$ cat config.mk
export PLATFORM = sky130hd
export DESIGN_NAME = cylv_recip
export DESIGN_NICKNAME = d
export VERILOG_FILES = /design/src/cylv_pkg.sv /design/src/cylv_recip.sv
export SDC_FILE = /design/constraint.sdc
export NUM_CORES = 1
export LEC_CHECK = 0
export BUFFER_PORTS_ARGS = -buffer_cell sky130_fd_sc_hd__buf_4
export CORE_MARGIN = 2
export CORE_UTILIZATION = 51
export CTS_CLUSTER_SIZE = 10
export DETAILED_ROUTE_END_ITERATION = 6
export HOLD_SLACK_MARGIN = 0.15
export PLACE_DENSITY = 0.76
export SETUP_SLACK_MARGIN = 0.4
export SLEW_MARGIN = 20
export SYNTH_ARGS = -nofsm -noshare
export SYNTH_HDL_FRONTEND = slang
export SYNTH_SLANG_ARGS = --single-unit
$ cat constraint.sdc
create_clock -name clk_i -period 2.6 [get_ports clk_i]
set_clock_uncertainty 0.2 [all_clocks]
set_input_delay 0.26 -clock clk_i [delete_from_list [all_inputs] [get_ports clk_i]]
set_output_delay 0.26 -clock clk_i [all_outputs]
set_load 0.01 [all_outputs]
$ cat src/cylv_pkg.sv
// ----------------------------------------------------------------------------
// cylv_pkg
// Shared types and constants for the cylinder side-wall vertex generator.
// ----------------------------------------------------------------------------
package cylv_pkg;

  // default module parameters
  localparam int DEF_MAX_SEGMENTS       = 1024;
  localparam int DEF_SINE_TABLE_ENTRIES = 1024;
  localparam int DEF_FRAC_BITS          = 16;

  // fixed field widths
  localparam int COORD_W    = 32;
  localparam int LEN_W      = 31;
  localparam int SEG_W      = 11;
  localparam int IDX_W      = 10;
  localparam int COLOR_W    = 32;
  localparam int CORNER_W   = 3;
  localparam int CFG_IDX_W  = 3;
  localparam int CFG_DATA_W = 32;

  localparam logic [CORNER_W-1:0] LAST_CORNER = 3'd5;

  // register reset values
  localparam logic [LEN_W-1:0]   LEN_RESET   = 31'd65536;
  localparam logic [SEG_W-1:0]   SEG_RESET   = 11'd16;
  localparam logic [COLOR_W-1:0] COLOR_RESET = 32'hFFFF_FFFF;

  // pi/2 in Q30, seed of the sine table
  localparam logic [63:0] HALF_PI_Q30 = 64'd1686629713;

  typedef enum logic [CFG_IDX_W-1:0] {
    REG_CENTRE_X,
    REG_CENTRE_Y,
    REG_CENTRE_Z,
    REG_HEIGHT,
    REG_TOP_DIAM,
    REG_BOT_DIAM,
    REG_SEGMENTS,
    REG_COLOR
  } cfg_reg_e;

  // per-vertex control travelling down the ring pipeline
  typedef struct packed {
    logic                err;
    logic                top;
    logic [CORNER_W-1:0] corner;
    logic                last;
  } vtx_ctl_t;

  // corner order: B(j) T(j) T(j+1) B(j) T(j+1) B(j+1)
  function automatic logic corner_is_top(logic [CORNER_W-1:0] c);
    logic r;
    case (c)
      3'd1, 3'd2, 3'd4: r = 1'b1;
      default:          r = 1'b0;
    endcase
    return r;
  endfunction

  function automatic logic corner_uses_next(logic [CORNER_W-1:0] c);
    logic r;
    case (c)
      3'd2, 3'd4, 3'd5: r = 1'b1;
      default:          r = 1'b0;
    endcase
    return r;
  endfunction

endpackage

$ cat src/cylv_recip.sv
// ----------------------------------------------------------------------------
// cylv_recip
// Iterative restoring divider: recip = ceil(2^RECIP_SHIFT / segments),
// one quotient bit per cycle. Runs after reset and after each segment write.
// ----------------------------------------------------------------------------
module cylv_recip #(
  parameter int RECIP_SHIFT = 34
) (
  input  logic                         clk_i,
  input  logic                         rst_ni,
  input  logic                         start_i,
  input  logic [cylv_pkg::SEG_W-1:0]   divisor_i,
  output logic                         busy_o,
  output logic [RECIP_SHIFT:0]         recip_o
);
  import cylv_pkg::*;

  localparam int QW   = RECIP_SHIFT + 1;
  localparam int CntW = $clog2(QW + 1);

  logic            pend_q, run_q;
  logic [CntW-1:0] cnt_q;
  logic [QW-1:0]   dq_q, dq_d;
  logic [SEG_W-1:0] rem_q, rem_d;
  logic [SEG_W:0]  trial, diff;
  logic            take;

  always_comb begin
    trial = {rem_q, dq_q[QW-1]};
    diff  = trial - {1'b0, divisor_i};
    take  = trial >= {1'b0, divisor_i};
    rem_d = take ? diff[SEG_W-1:0] : trial[SEG_W-1:0];
    dq_d  = {dq_q[QW-2:0], take};
  end

  // pend_q comes up set so the default segment count gets its reciprocal
  always_ff @(posedge clk_i or negedge rst_ni) begin
    if (!rst_ni) begin
      pend_q <= 1'b1;
      run_q  <= 1'b0;
      cnt_q  <= '0;
    end else begin
      pend_q <= start_i;
      if (pend_q) begin
        run_q <= 1'b1;
        cnt_q <= CntW'(QW);
      end else if (run_q) begin
        cnt_q <= cnt_q - CntW'(1);
        if (cnt_q == CntW'(1)) run_q <= 1'b0;
      end
    end
  end

  // dividend 2^S + s - 1 gives the rounded-up quotient
  always_ff @(posedge clk_i) begin
    if (pend_q) begin
      dq_q  <= {1'b1, (QW-1)'(divisor_i - SEG_W'(1))};
      rem_q <= '0;
    end else if (run_q) begin
      dq_q  <= dq_d;
      rem_q <= rem_d;
    end
  end

  assign busy_o  = pend_q | run_q;
  assign recip_o = dq_q;

endmodule

==> metrics.txt <==
slew margin rel. 62.4%; cts bufs inserted 5; Area contributors post-synth edfxtp_1 (34%), dfxtp_1 (8.0%), o21ai_0 (6.0%), dfrtp_1 (5.8%), ha_1 (5.8%); core area between 5000 and 6000 µm²; Worst setup EP type flop; RePlAce Congestion 0.960; Max Clock Freq 0.425 GHz; setup violators final 0; CP Max Fanout 4; area leader, netlist edfxtp_1; Synth Flop Type edfxtp_1; htree depth 2; Pins Over Slew Limit 0; Detailed Routing Iterations Pass 1 4; nets@finish 408; PwrDens 797 nW/µm²; Worst EP required 2.57 ns; Synth Area in Adders approximately 6.5%; ant diodes 0; Worst Path Arrival 2.32 ns; status complete, no violations; synth-to-layout area growth 28.2%; Syn Area/Cell 9.69 µm²; LEAKAGE 0.00162 µW; hold_ws 0.171 ns; antenna violations before repair 0; Initial DRC Count 205; type of the worst setup path reg2reg; pin count of the biggest net entering global routing 61; Synth Instances slightly above 300; Hold Crit Class in2reg; startpoint types flop; compound-cell area share of the yosys netlist 15.5%; Syn Nets 339; CP max-delay cell dfxtp_2; first-pass GRT wire length between 10 and 15 mm; CP bufs+invs 2; Clk pin slew, worst setup/hold paths 0.09 ns; Final Hold Viols 0; worst-margin pin slew between 0.5 and 0.6 ns; WL final 6.58 mm; placed wire-length estimate 4.80 mm; starting density of the core 53.5%; critical-path cell list inv_2, ha_4, fa_2, nor2b_2, o31a_1, o21ai_2, buf_4, mux2i_1, o41ai_1, a311oi_1; layout cells sized above 1 28.4%; dpl cell area around 3500 µm²; RSZ-0062 raised after global routing yes; vias per cell 5.44; port bufs roughly 50; Max Cap Viol 0; Post-synth top cells inv_1 (41), o21ai_0 (36), edfxtp_1 (34); clock buffer depth 2; ys async rst share 14.8%; final instance area approximately 3900 µm²; number of synthesized flops with an enable pin 34; vias 2,458; maximum VDD drop 0.660 mV; Crit path max-delay family compound AO/OA/AOI/OAI gates; Post-Syn Area 3000 µm²; period utilisation layout 90.5%; TritonCTS clock tree done; vias in the first global route between 2k and 2.5k; post-synthesis mux area share between 2 and 2.5%; Yosys reg bits 54; Overall Global Routing Usage roughly a fifth; Post-Synth Simple-Gate Area 14.1%; Site Rows 27; clock sinks 54; worst skew pair latency 0.31 ns; Die Y 80.7 µm; XOR/XNOR share of the synthesized area under 10%; Yosys warnings 0; die area 6520 µm²; Wirelength per Cell 14.6 µm; # IOs 50; Sum Neg Setup Slack 0 ns; Final ANT Viol Nets 0; most common cell in the synthesized netlist inv_1; largest family of logic cells by synthesized area compound AO/OA/AOI/OAI gates; drc violations 0; Root Buffer clkbuf_8; post-synth top area share about a third; Die X a little over 80 µm; synth unique cells between 40 and 50; max incr delay on CP 0.34 ns; post-synthesis sequential area ratio 48.7%; Period minus WS final 2.35 ns; remaining global-route overflow 0
## through the flow
| step | utilization, % | setup slack [ns] | power [µW] | std cells |
|---|---|---|---|---|
| after global routing | 68.7 | 0.170 | 3260 | 452 |
| after CTS | 67.9 | 0.287 | 3010 | 450 |
| after floorplan | - | 0.236 | 1960 | 310 |
| after global placement | 63.3 | 0.160 | 2290 | 435 |
| final | 68.7 | 0.247 | 3070 | 452 |
| after detailed placement | 63.3 | 0.0390 | 2320 | 435 |
## power by group
group	internal (µW)	switching, µW
registers	1040	104
logic	714	666
clock network	285	262
total	2040	1030
## kinds of logic (layout without fill, tap and decap cells)
kind of cell             count (synthesis)  in the layout
AND/OR/NAND/NOR                         83             83
AO/OA/AOI/OAI                           76             76
buffers and inverters                   57            127
flip-flops                              54             54
XOR/XNOR                                18             18
adder cells (fa/ha/maj)                 15             15
multiplexers                             7              7
## per-layer routing
layer  vias to the layer above  global-route usage (%)  part of all wire [%]  routed length [µm]
li1                       1215                       -                     -                   -
met1                      1160                    30.2                    47                3090
met2                        72                    33.2                    46                3050
met3                        11                    3.44                   5.2                 343
met4                         0                    6.61                   1.5                 100
met5                         -                       0                     0                   0
## final cells by class
type / instances / area (µm²)
repair buffers: 76 / 588
inverters: 43 / 161
flip-flops and latches: 54 / 1470
fillers: 434 / 1760
clock buffers: 6 / 72.6
clock inverters: 2 / 33.8
multi-input cells: 199 / 1440
well taps: 72 / 90.1
## cells in the final DEF, fill, tap and decap left out, drive strengths merged, types with 3 or more instances in the layout
cell type    synthesis  final
dfrtp                7      7
xnor2               16     16
o211ai               3      3
nor4b                3      3
a211oi               7      7
nand3                6      6
o21ai               38     38
mux2i                7      7
edfxtp              34     34
nand2               17     17
nand3b               3      3
nor4                 7      7
nor2                29     29
dlygate4sd3          0      4
inv                 41     41
buf                  3     72
nand2b               5      5
a21oi               14     14
clkbuf              11      6
dfxtp               12     12
ha                  14     14
clkinv               2      3
nor3                 4      4
## final timing paths
path | start | endpoint | slack [ns] | cells past startpoint
min in group asynchronous | rst_ni | pend_q | 0.22 | 2
setup / recovery | recip_o[34] | rem_q[10] | 0.25 | 10
setup reg to reg | recip_o[34] | rem_q[10] | 0.25 | 10
hold / removal | divisor_i[10] | recip_o[10] | 0.17 | 3
hold reg to reg | rem_q[4] | rem_q[4] | 0.31 | 2
max in group asynchronous | rst_ni | run_q | 1.24 | 3
## flip-flops by register name, indices dropped and copies added, names as in the netlist
name     count
recip_o     35
pend_q       1
run_q        1
cnt_q        6
rem_q       11
## repair_timing
item | CTS | global route
hold buffers | 4 | 0
buffers inserted | 3 | 2
gates resized for setup | 16 | 6
setup endpoints to repair | 13 | 13
endpoints found under the hold margin | 10 | 0
pin swaps | 10 | 5
## worst reg2reg max path, delay by kind of cell (launching register included)
kind            cells  cell delay (ns)
mux                 1             0.11
simple gates        1             0.14
compound gates      4             0.72
flops               1             0.34
buf+inv             2             0.21
fa+ha+maj           2             0.49
Power figures use the tool's default switching activity.
